$ cat config.mk
export PLATFORM = sky130hd
export DESIGN_NAME = scts_ctrl
export DESIGN_NICKNAME = d
export VERILOG_FILES = /design/src/scts_pkg.sv /design/src/scts_ctrl.sv
export SDC_FILE = /design/constraint.sdc
export NUM_CORES = 1
export LEC_CHECK = 0
export ABC_AREA = 1
export BUFFER_PORTS_ARGS = -buffer_cell sky130_fd_sc_hd__buf_2
export CAP_MARGIN = 20
export CORE_MARGIN = 2
export CORE_UTILIZATION = 35
export CTS_CLUSTER_SIZE = 14
export DETAILED_ROUTE_END_ITERATION = 16
export GPL_TIMING_DRIVEN = 0
export PLACE_DENSITY_LB_ADDON = 0.1
export SYNTH_ARGS = -nofsm -noshare
export SYNTH_HDL_FRONTEND = slang
export SYNTH_SLANG_ARGS = --single-unit
$ cat constraint.sdc
create_clock -name clk -period 1.2 [get_ports clk]
set_input_delay 0.12 -clock clk [delete_from_list [all_inputs] [get_ports clk]]
set_output_delay 0.12 -clock clk [all_outputs]
set_load 0.005 [all_outputs]
$ cat src/scts_pkg.sv
package scts_pkg;

	localparam int MaxTermsDef = 24;
	localparam int FracBitsDef = 30;
	localparam int AngleW = 32;
	localparam int TolW = 31;
	localparam int ValueW = 32;
	localparam logic [63:0] PiQ62 = 64'hC90FDAA22168C235;

	typedef struct packed {
		logic              kind;
		logic signed [31:0] angle;
	} in_beat_t;

	typedef struct packed {
		logic signed [31:0] value;
		logic               capped;
	} out_beat_t;

	typedef enum logic [3:0] {
		ST_IDLE,
		ST_REDUCE,
		ST_FOLD,
		ST_SQUARE,
		ST_INIT,
		ST_CHECK,
		ST_MUL,
		ST_DIV,
		ST_ROUND,
		ST_FINISH,
		ST_OUT
	} state_t;

	typedef struct packed {
		logic load;
		logic red_step;
		logic fold;
		logic square;
		logic init;
		logic mul_start;
		logic mul_step;
		logic div_start;
		logic div_step;
		logic term_round;
		logic finish;
		logic set_cap;
	} cmd_t;

	typedef struct packed {
		logic red_last;
		logic mul_last;
		logic div_last;
		logic above_tol;
		logic at_cap;
	} status_t;

endpackage

$ cat src/scts_ctrl.sv
module scts_ctrl (
	input  logic              clk,
	input  logic              arst_n,
	input  logic              in_valid,
	output logic              in_ready,
	output logic              out_valid,
	input  logic              out_ready,
	input  scts_pkg::status_t sts,
	output scts_pkg::cmd_t    cmd
);
	import scts_pkg::*;

	state_t state_q;
	state_t state_nx;
	logic   sq_q;

	always_comb begin
		state_nx = state_q;
		unique case (state_q)
			ST_IDLE:   if (in_valid) state_nx = ST_REDUCE;
			ST_REDUCE: if (sts.red_last) state_nx = ST_FOLD;
			ST_FOLD:   state_nx = ST_SQUARE;
			ST_SQUARE: state_nx = ST_MUL;
			ST_INIT:   state_nx = ST_CHECK;
			ST_CHECK: begin
				if (!sts.above_tol) state_nx = ST_FINISH;
				else if (sts.at_cap) state_nx = ST_FINISH;
				else state_nx = ST_MUL;
			end
			ST_MUL: begin
				if (sts.mul_last) state_nx = sq_q ? ST_INIT : ST_DIV;
			end
			ST_DIV:    if (sts.div_last) state_nx = ST_ROUND;
			ST_ROUND:  state_nx = ST_CHECK;
			ST_FINISH: state_nx = ST_OUT;
			ST_OUT:    if (out_ready) state_nx = ST_IDLE;
			default:   state_nx = ST_IDLE;
		endcase
	end

	always_comb begin
		cmd = '0;
		in_ready = 1'b0;
		out_valid = 1'b0;
		unique case (state_q)
			ST_IDLE: begin
				in_ready = 1'b1;
				cmd.load = in_valid;
			end
			ST_REDUCE: cmd.red_step = 1'b1;
			ST_FOLD:   cmd.fold = 1'b1;
			ST_SQUARE: cmd.square = 1'b1;
			ST_INIT:   cmd.init = 1'b1;
			ST_CHECK: begin
				cmd.mul_start = sts.above_tol && !sts.at_cap;
				cmd.set_cap = sts.above_tol && sts.at_cap;
			end
			ST_MUL: begin
				cmd.mul_step = 1'b1;
				cmd.div_start = sts.mul_last && !sq_q;
			end
			ST_DIV:    cmd.div_step = 1'b1;
			ST_ROUND:  cmd.term_round = 1'b1;
			ST_FINISH: cmd.finish = 1'b1;
			ST_OUT:    out_valid = 1'b1;
			default:   cmd = '0;
		endcase
	end

	always_ff @(posedge clk or negedge arst_n) begin
		if (!arst_n) begin
			state_q <= ST_IDLE;
			sq_q <= 1'b0;
		end else begin
			state_q <= state_nx;
			if (state_q == ST_SQUARE) sq_q <= 1'b1;
			if (state_q == ST_INIT) sq_q <= 1'b0;
		end
	end

endmodule

==> results.json, run 1 <==
{
  "status": "finished with violations",
  "violations": "setup timing",
  "synthCells": 94,
  "finalHoldViolCount": 0,
  "area_growth_pct": 58.7,
  "synth_top_cell_by_area": "nand2_1",
  "gp_congestion": 0.861,
  "required_ns": 1.08,
  "firstDrtPassIters": 4,
  "grt_pass1_wl_um": 2190,
  "arrival_ns": 1.23,
  "hold_class": "primary input to flip-flop",
  "layout-drive-gt1-share_pct": 50.0,
  "final_common_cell": "nand2_1",
  "die_area_um2": 1780,
  "p_int_uw": 990,
  "drv_cap": 0,
  "drc": 0,
  "start_util_pct": 38.4,
  "switching_share_pct": 51.3,
  "vias_per_cell": 4.61,
  "clock_latency_ns": 0.24,
  "cts-htree-levels": 1,
  "overflow": 0,
  "pwr-share-clk_pct": 9.7,
  "port_buffers": 22,
  "synth_nets": 103,
  "ys_seq_area_share_pct": 24.4,
  "hpwl_um": 970,
  "grt_max_degree": 7,
  "seqPwrFrac_pct": 19.8,
  "first_global_vias": 528,
  "cp_common_cell": "buf_6",
  "netlist_top_cells_area": "nand2_1 25%, dfrtp_1 24%, inv_1 14%, nand3_1 8.8%, nor2_1 8.1%",
  "stdcell_count": 143,
  "drv_slew": 0,
  "synth-seq-cells": 5,
  "cp_max_fo": 6,
  "min_period_ns": 1.35,
  "antenna_cells": 0,
  "grt.total_usage_pct": 15.9,
  "die_y_um": 42.2,
  "p_switching_mw": 1.04,
  "synth_top_area_share_pct": 24.9,
  "finalSetupViolations": 18,
  "cts_buffer_depth": 2,
  "p_leak_nw": 0.541,
  "fmax_mhz": 741,
  "antenna_found_initial": 0,
  "ys_types": 13,
  "avgRoutedWirePerCell_um": 10.0,
  "crit_path_end_kind": "output pin",
  "max_slew.worst_pin.slew_ns": 0.212,
  "yosysWarnings": 0,
  "vias": 659,
  "ir_drop_mv": 1.29,
  "cts_root_buf": "clkbuf_4",
  "start_kind": "flip-flop",
  "cts-buffers-inserted": 3,
  "drt_iter0_markers": 11,
  "io_pins": 23,
  "clock_sinks": 5,
  "placed_cells": 131,
  "layout_common_cells": "28 x nand2_1, 22 x buf_2, 15 x inv_1",
  "clkTransAtPathRegs_ns": 0.04,
  "fin_crit_sh_pct": 112,
  "ant_nets": 0,
  "crit_type": "flip-flop to output pin",
  "core_area_um2": 1330,
  "syn_area_um2": 512,
  "fin_setup_tns_ns": -1.80,
  "power_density_nw_per_um2": 2500,
  "cts_tree": "done",
  "grt_setup_unrepaired": "true",
  "max_slew_margin_pct": 85.7,
  "die_x_um": 42.2,
  "setup_slack_ns": -0.150,
  "avgSynthCellArea_um2": 5.44,
  "stdcell_area_um2": 812,
  "critical-path-max-stage-delay_ns": 0.33,
  "crit_chain": "buf_6 > inv_2 > nor2_4 > buf_6 > nand2_1 > inv_1 > buf_2",
  "clock_skew_ns": 0.000376,
  "routed_wl_um": 1430,
  "fin_nets": 138,
  "p_comb_share_pct": 70.4,
  "cp_slowest_cell": "dfrtp_1",
  "dpl_cell_area_um2": 641,
  "rows": 13
}
==> per-stage QoR <==
stage / setup WS, ns / hold WS (ns) / power (mW) / util, %
final: -0.150 / 0.204 / 2.03 / 60.9
after global routing: -0.214 / 0.230 / 2.22 / 60.9
after CTS: -0.143 / 0.202 / 1.91 / 57.1
after detailed placement: -0.0753 / -0.0601 / 1.43 / 48.0
after global placement: -0.0838 / -0.0607 / 1.44 / 48.0
after floorplan: 0.0422 / -0.176 / 1.14 / -
==> registers in the layout (all words and copies together) (netlist names) <==
register	flops
state_q	4
sq_q	1
==> cell usage after synthesis, drive strengths merged <==
master / number
buf: 1
dfrtp: 5
nor2: 19
nand3: 9
nand2: 35
inv: 22
o21ai: 1
nor4: 1
nor3: 1
==> final timing paths <==
path	startpoint	endpoint	slack, ns	cells past startpoint
max in group asynchronous	arst_n	state_q[0]$_DFFE_PN0P_	0.84	2
min	out_ready	state_q[3]$_DFFE_PN0P_	0.20	4
max	state_q[1]$_DFFE_PN0P_	out_valid	-0.15	7
min reg2reg	sq_q$_DFFE_PN0P_	sq_q$_DFFE_PN0P_	0.53	2
min in group asynchronous	arst_n	state_q[1]$_DFFE_PN0P_	0.21	2
max reg2reg	state_q[1]$_DFFE_PN0P_	state_q[0]$_DFFE_PN0P_	-0.08	9
==> power groups by stage <==
stage / clock network (mW) / registers, mW / logic [mW]
2_1_floorplan: 0 / 0.347 / 0.795
3_3_place_gp: 0 / 0.370 / 1.07
3_5_place_dp: 0 / 0.365 / 1.07
4_1_cts: 0.201 / 0.391 / 1.32
5_1_grt: 0.213 / 0.412 / 1.59
6_report: 0.198 / 0.403 / 1.43
==> critical path: cells and delay by family, from the launching register on <==
family	cells	cell delay (ns)
buf+inv	5	0.45
flops	1	0.33
simple gates	2	0.20
==> kinds of logic after synthesis <==
| kind of cell | share of synthesized area [%] |
|---|---|
| DFF | 24.4 |
| and+or+nand+nor | 57.0 |
| buffers and inverters | 17.6 |
| AOI/OAI and AO/OA | 0.977 |
==> timing repair <==
item | 4_1_cts | 5_1_grt
setup endpoints to repair | 18 | 18
hold buffers | 1 | 0
endpoints found under the hold margin | 5 | 0
pin swaps | 4 | 3
resized for setup | 19 | 9
buffers inserted | 4 | 3
==> metal layers <==
| layer | share of wire, % | global-route usage, % |
|---|---|---|
| met1 | 44 | 20.8 |
| met2 | 49 | 26.2 |
| met3 | 5.8 | 5.17 |
| met4 | 0.98 | 1.88 |
| met5 | 0 | 0 |
==> cell type report <==
class,instances,area (µm²)
plain buffers,1,11.3
flip-flops and latches,5,129
inverters,22,85.1
multi-input cells,66,362
well taps,15,18.8
fillers,139,522
clock buffers,4,26.3
repair buffers,30,180
No activity file was read; power rests on OpenSTA's default activity.
==> run 2, diff against run 1 <==
Settings changed: ABC_AREA 1 to default.
==> results.json, run 2 <==
{
  "status": "finished with violations",
  "violations": "setup timing",
  "wl_met3_um": 144,
  "gp_congestion": 0.824,
  "min_period_ns": 1.46,
  "fmax_mhz": 685,
  "drt_iter0_markers": 27,
  "die_x_um": 41.8,
  "overflow": 0,
  "top_regs": "state_q x4, sq_q x1",
  "die_area_um2": 1740,
  "start_util_pct": 37.9,
  "p_leak_nw": 0.519,
  "largest_reg_flops": 4,
  "drv_cap": 0,
  "stdcell_area_um2": 1110,
  "grt.total_usage_pct": 21.4,
  "synth_edf_count": 0,
  "ant_nets": 0,
  "finalSetupViolations": 19,
  "synth_flop_cell": "dfrtp_1",
  "finalHoldViolCount": 0,
  "switching_share_pct": 44.5,
  "syn_area_um2": 499,
  "max_slew_margin_pct": 81.7,
  "crit_type": "flip-flop to flip-flop",
  "cts-buffers-inserted": 3,
  "netlist_top_cells_area": "dfrtp_1 25%, nand2b_1 6.3%, nor3_1 6.0%, nor2_1 4.5%, a21oi_1 4.0%",
  "max_slew.worst_pin.slew_ns": 0.271,
  "dr_wl_met2_um": 1130,
  "ys_seq_area_share_pct": 25.1,
  "setup_slack_ns": -0.259,
  "top_layer_used": "met3",
  "grt_pass1_wl_um": 2870,
  "crit_path_end_kind": "flip-flop",
  "ir_drop_mv": 2.00,
  "synth_nets": 74,
  "seqPwrFrac_pct": 11.8,
  "firstDrtPassIters": 4,
  "cts_root_buf": "clkbuf_4",
  "arrival_ns": 1.58,
  "fin_nets": 123,
  "cts_buffer_depth": 2,
  "power_density_nw_per_um2": 2970,
  "avgRoutedWirePerCell_um": 17.1,
  "area_growth_pct": 122,
  "hold_class": "primary input to asynchronous set/reset pin",
  "p_comb_share_pct": 82.4,
  "vias_per_cell": 5.55,
  "ys_types": 33,
  "core_area_um2": 1320,
  "synth_common_cells": "6 x nor2_1, 6 x nor3_1, 5 x dfrtp_1, 5 x nand2b_1",
  "cp_max_fo": 6,
  "vias": 711,
  "antenna_cells": 0,
  "synth-seq-cells": 5,
  "clock_sinks": 5,
  "cts-htree-levels": 1,
  "utilization_pct": 84.1,
  "synth_top_cell_by_area": "dfrtp_1",
  "grt_setup_unrepaired": "true",
  "required_ns": 1.32,
  "die_y_um": 41.8,
  "p_switching_mw": 1.47,
  "final_common_cell": "buf_2",
  "rows": 13,
  "first_global_vias": 590,
  "synth_top_area_share_pct": 25.1,
  "routed_wl_um": 2190,
  "fin_crit_sh_pct": 122,
  "cts_tree": "done",
  "layout-drive-gt1-share_pct": 69.9,
  "pwr-share-clk_pct": 5.9,
  "layout_common_cells": "21 x buf_2, 13 x buf_6, 12 x buf_4",
  "yosysWarnings": 0,
  "port_buffers": 22,
  "wl_met1_um": 913,
  "largest-register": "state_q",
  "clock_skew_ns": 0.00434,
  "clock_latency_ns": 0.24,
  "synth_async_sr_flop_share_pct": 100,
  "start_kind": "flip-flop",
  "hpwl_um": 989,
  "antenna_found_initial": 0,
  "io_pins": 23,
  "drc": 0,
  "grt_max_degree": 11,
  "dpl_cell_area_um2": 628,
  "drv_slew": 0,
  "p_int_mw": 1.83,
  "avgSynthCellArea_um2": 7.68,
  "clkTransAtPathRegs_ns": 0.04,
  "synthCells": 65
}
-- run 2: cell types whose count changed after synthesis, moves of 5 or more --
| cell | previous run | this run |
|---|---|---|
| nor3_1 | 1 | 6 |
| nand2b_1 | 0 | 5 |
| nor2_2 | 6 | 0 |
| nand2_1 | 34 | 4 |
| nand3_1 | 9 | 1 |
| inv_1 | 19 | 2 |
| nor2_1 | 11 | 6 |
-- run 2: path summary, 6_finish.rpt --
check / start / end / slack [ns] / cells past startpoint
setup / recovery: state_q[0]$_DFFE_PN0P_ / state_q[0]$_DFFE_PN0P_ / -0.26 / 4
hold / removal: arst_n / state_q[1]$_DFFE_PN0P_ / 0.21 / 2
setup reg to reg: state_q[0]$_DFFE_PN0P_ / state_q[0]$_DFFE_PN0P_ / -0.26 / 4
hold reg to reg: sq_q$_DFFE_PN0P_ / sq_q$_DFFE_PN0P_ / 0.67 / 2
max in group asynchronous: arst_n / state_q[0]$_DFFE_PN0P_ / 0.85 / 2
min in group clk: sts[4] / state_q[0]$_DFFE_PN0P_ / 0.24 / 3
-- run 2: logic make-up (layout without fill, tap and decap cells) --
kind of cell / Yosys count / count (layout) / share of synthesized area [%]
muxes: 2 / 2 / 5.01
and+or+nand+nor: 31 / 31 / 35.6
DFF: 5 / 5 / 25.1
AOI/OAI and AO/OA: 18 / 18 / 24.3
buffers and inverters: 9 / 57 / 10.0
-- run 2: final cells by class --
| type | instances | area [µm²] |
|---|---|---|
| sequential | 5 | 128 |
| inverter | 3 | 18.8 |
| timing repair buffer | 45 | 363 |
| multi-input combinational | 51 | 498 |
| fill | 75 | 209 |
| clock buffer | 4 | 26.3 |
| tap | 15 | 18.8 |
| buffer | 5 | 56.3 |
-- run 2: what timing repair did --
action | 4_1_cts | 5_1_grt
pin swaps | 8 | 8
hold buffers | 1 | 0
endpoints found under the hold margin | 5 | 0
gates resized for setup | 37 | 21
setup buffers | 14 | 7
cloned | 1 | 0
setup endpoints to repair | 18 | 19
-- run 2: worst max-delay path, stage by stage, from the launching register on --
cell	delay [ns]
dfrtp_2	0.46
mux2i_1	0.20
nand4_1	0.23
nor3b_1	0.24
a22o_1	0.21
-- run 2: power by group through the flow --
stage	logic [mW]	registers, mW	clock network (mW)
floorplan	0.902	0.296	0
global placement	1.20	0.310	0
detailed placement	1.21	0.312	0
CTS	2.14	0.365	0.199
global route	2.87	0.396	0.217
finish	2.72	0.388	0.193
-- run 2: stage by stage --
step	total power, mW	setup WS [ns]	hold WS (ns)	TNS [ns]	std cells
floorplan	1.20	-0.127	-0.176	-0.324	65
global placement	1.51	-0.223	-0.0662	-0.949	102
detailed placement	1.52	-0.225	-0.0636	-1.03	102
CTS	2.71	-0.241	0.214	-2.95	121
global route	3.48	-0.314	0.214	-4.27	128
finish	3.30	-0.259	0.208	-3.31	128
-- run 2: metal layers --
metal	vias up	track usage, %
li1	339	-
met1	342	30.2
met2	30	32.5
met3	0	6.09
met4	0	3.87
met5	-	0
==> run 3, diff against run 2 <==
Settings changed: SKIP_CTS_REPAIR_TIMING from default to 1.
==> results.json, run 3 (synthesis gave the netlist of run 2 again) <==
{
  "io_pins": 23,
  "rrSetupSlack_ns": -0.23,
  "area_growth_pct": 73.2,
  "grt_max_degree": 11,
  "finalHoldViolCount": 0,
  "clock_latency_ns": 0.24,
  "cp_max_fo": 7,
  "fin_nets": 113,
  "vias": 642,
  "critical_path_buf_inv_count": 2,
  "cts_root_buf": "clkbuf_4",
  "cts_buffer_depth": 2,
  "hpwl_um": 989,
  "violations": "setup timing",
  "required_ns": 1.08,
  "drv_slew": 0,
  "max_slew_margin_pct": 82.3,
  "grt_pass1_wl_um": 2130,
  "first_global_vias": 493,
  "placed_cells": 102,
  "crit_path_end_kind": "output pin",
  "gp_congestion": 0.824,
  "vias_per_cell": 5.44,
  "cts-buffers-inserted": 3,
  "reg2reg_from": "state_q[2]$_DFFE_PN0P_",
  "largest_reg_flops": 4,
  "max_slew.worst_pin.slew_ns": 0.262,
  "layout-drive-gt1-share_pct": 58.3,
  "top_regs": "state_q x4, sq_q x1",
  "layout_common_cells": "22 x buf_2, 10 x buf_4, 6 x buf_6, 6 x nor3_2, 5 x nor2_1",
  "crit_type": "flip-flop to output pin",
  "path_delay_family": "flip-flops",
  "drt_iter0_markers": 7,
  "antenna_found_initial": 0,
  "ir_drop_mv": 1.46,
  "start_util_pct": 37.9,
  "cts-htree-levels": 1,
  "avgRoutedWirePerCell_um": 12.7,
  "crit_end": "cmd[11]",
  "ant_nets": 0,
  "die_x_um": 41.8,
  "final_common_cell": "buf_2",
  "arrival_ns": 1.34,
  "utilization_pct": 65.6,
  "crit_chain": "buf_6 > nor4_4 > and2_1 > buf_2",
  "finalSetupViolations": 18,
  "antenna_cells": 0,
  "cp_slowest_cell": "dfrtp_2",
  "min_period_ns": 1.46,
  "fmax_mhz": 685,
  "drc": 0,
  "fin_crit_sh_pct": 122,
  "port_buffers": 22,
  "grt_setup_unrepaired": "true",
  "routed_wl_um": 1500,
  "start_kind": "flip-flop",
  "overflow": 0,
  "cts_tree": "done",
  "stdcell_count": 118,
  "rows": 13,
  "r2r_cells": 4,
  "drv_cap": 0,
  "core_area_um2": 1320,
  "firstDrtPassIters": 4,
  "hold_class": "primary input to asynchronous set/reset pin",
  "critical-path-max-stage-delay_ns": 0.45,
  "clock_sinks": 5,
  "clock_skew_ns": 0.00174,
  "die_y_um": 41.8,
  "largest-register": "state_q",
  "grt.total_usage_pct": 15.6,
  "die_area_um2": 1740,
  "r2r-end": "state_q[0]$_DFFE_PN0P_",
  "fillers": 119,
  "cp-startpoint": "state_q[2]$_DFFE_PN0P_",
  "setup_slack_ns": -0.259,
  "path_depth": 4,
  "p_leak_nw": 0.429,
  "status": "finished with violations",
  "power_density_nw_per_um2": 2750,
  "clkTransAtPathRegs_ns": 0.04
}
-- run 3: final cells by class --
type	instances	area, µm²	share of cell area [%]
plain buffers	6	71.3	8.25
flip-flops and latches	5	126	14.6
clock buffers	4	26.3	3.04
multi-input cells	51	402	46.5
well taps	15	18.8	2.17
repair buffers	34	206	23.9
inverters	3	13.8	1.59
-- run 3: routing by layer --
| layer | part of all wire (%) | up-vias | track usage, % | routed length, µm |
|---|---|---|---|---|
| met1 | 45 | 297 | 21.4 | 673 |
| met2 | 48 | 27 | 24.1 | 724 |
| li1 | - | 318 | - | - |
| met4 | 0 | 0 | 1.94 | 0 |
| met5 | 0 | - | 0 | 0 |
| met3 | 6.7 | 0 | 5.65 | 100 |
-- run 3: report_power, final --
| group | leakage [nW] | switching (mW) | total, mW | internal, mW |
|---|---|---|---|---|
| clock | 0.0150 | 0.0623 | 0.188 | 0.125 |
| combinational | 0.355 | 0.905 | 1.85 | 0.947 |
| sequential | 0.0591 | 0.0802 | 0.335 | 0.255 |
| total | 0.429 | 1.05 | 2.38 | 1.33 |
-- run 3: how the worst min path moves through the flow --
stage | startpoint | endpoint | slack [ns] | depth (start not counted)
floorplan | arst_n | sq_q$_DFFE_PN0P_ | -0.18 | 0
global placement | arst_n | state_q[0]$_DFFE_PN0P_ | -0.07 | 1
detailed placement | arst_n | state_q[0]$_DFFE_PN0P_ | -0.06 | 1
CTS | arst_n | state_q[2]$_DFFE_PN0P_ | -0.32 | 1
global route | arst_n | state_q[0]$_DFFE_PN0P_ | 0.23 | 2
finish | arst_n | sq_q$_DFFE_PN0P_ | 0.23 | 2
-- run 3: per-stage QoR --
step,hold slack (ns),total power [mW],setup slack (ns),setup TNS [ns],area [µm²]
2_1_floorplan,-0.176,1.20,-0.127,-0.324,499
3_3_place_gp,-0.0662,1.51,-0.223,-0.949,628
3_5_place_dp,-0.0636,1.52,-0.225,-1.03,628
4_1_cts,-0.321,1.72,-0.426,-4.33,654
5_1_grt,0.231,2.57,-0.337,-4.23,865
6_report,0.226,2.38,-0.259,-2.83,865
-- run 3: worst register-to-register path: cells and delay by family (launching register included) --
kind | cells | cell delay, ns
compound gates | 1 | 0.21
simple gates | 3 | 0.65
flops | 1 | 0.45
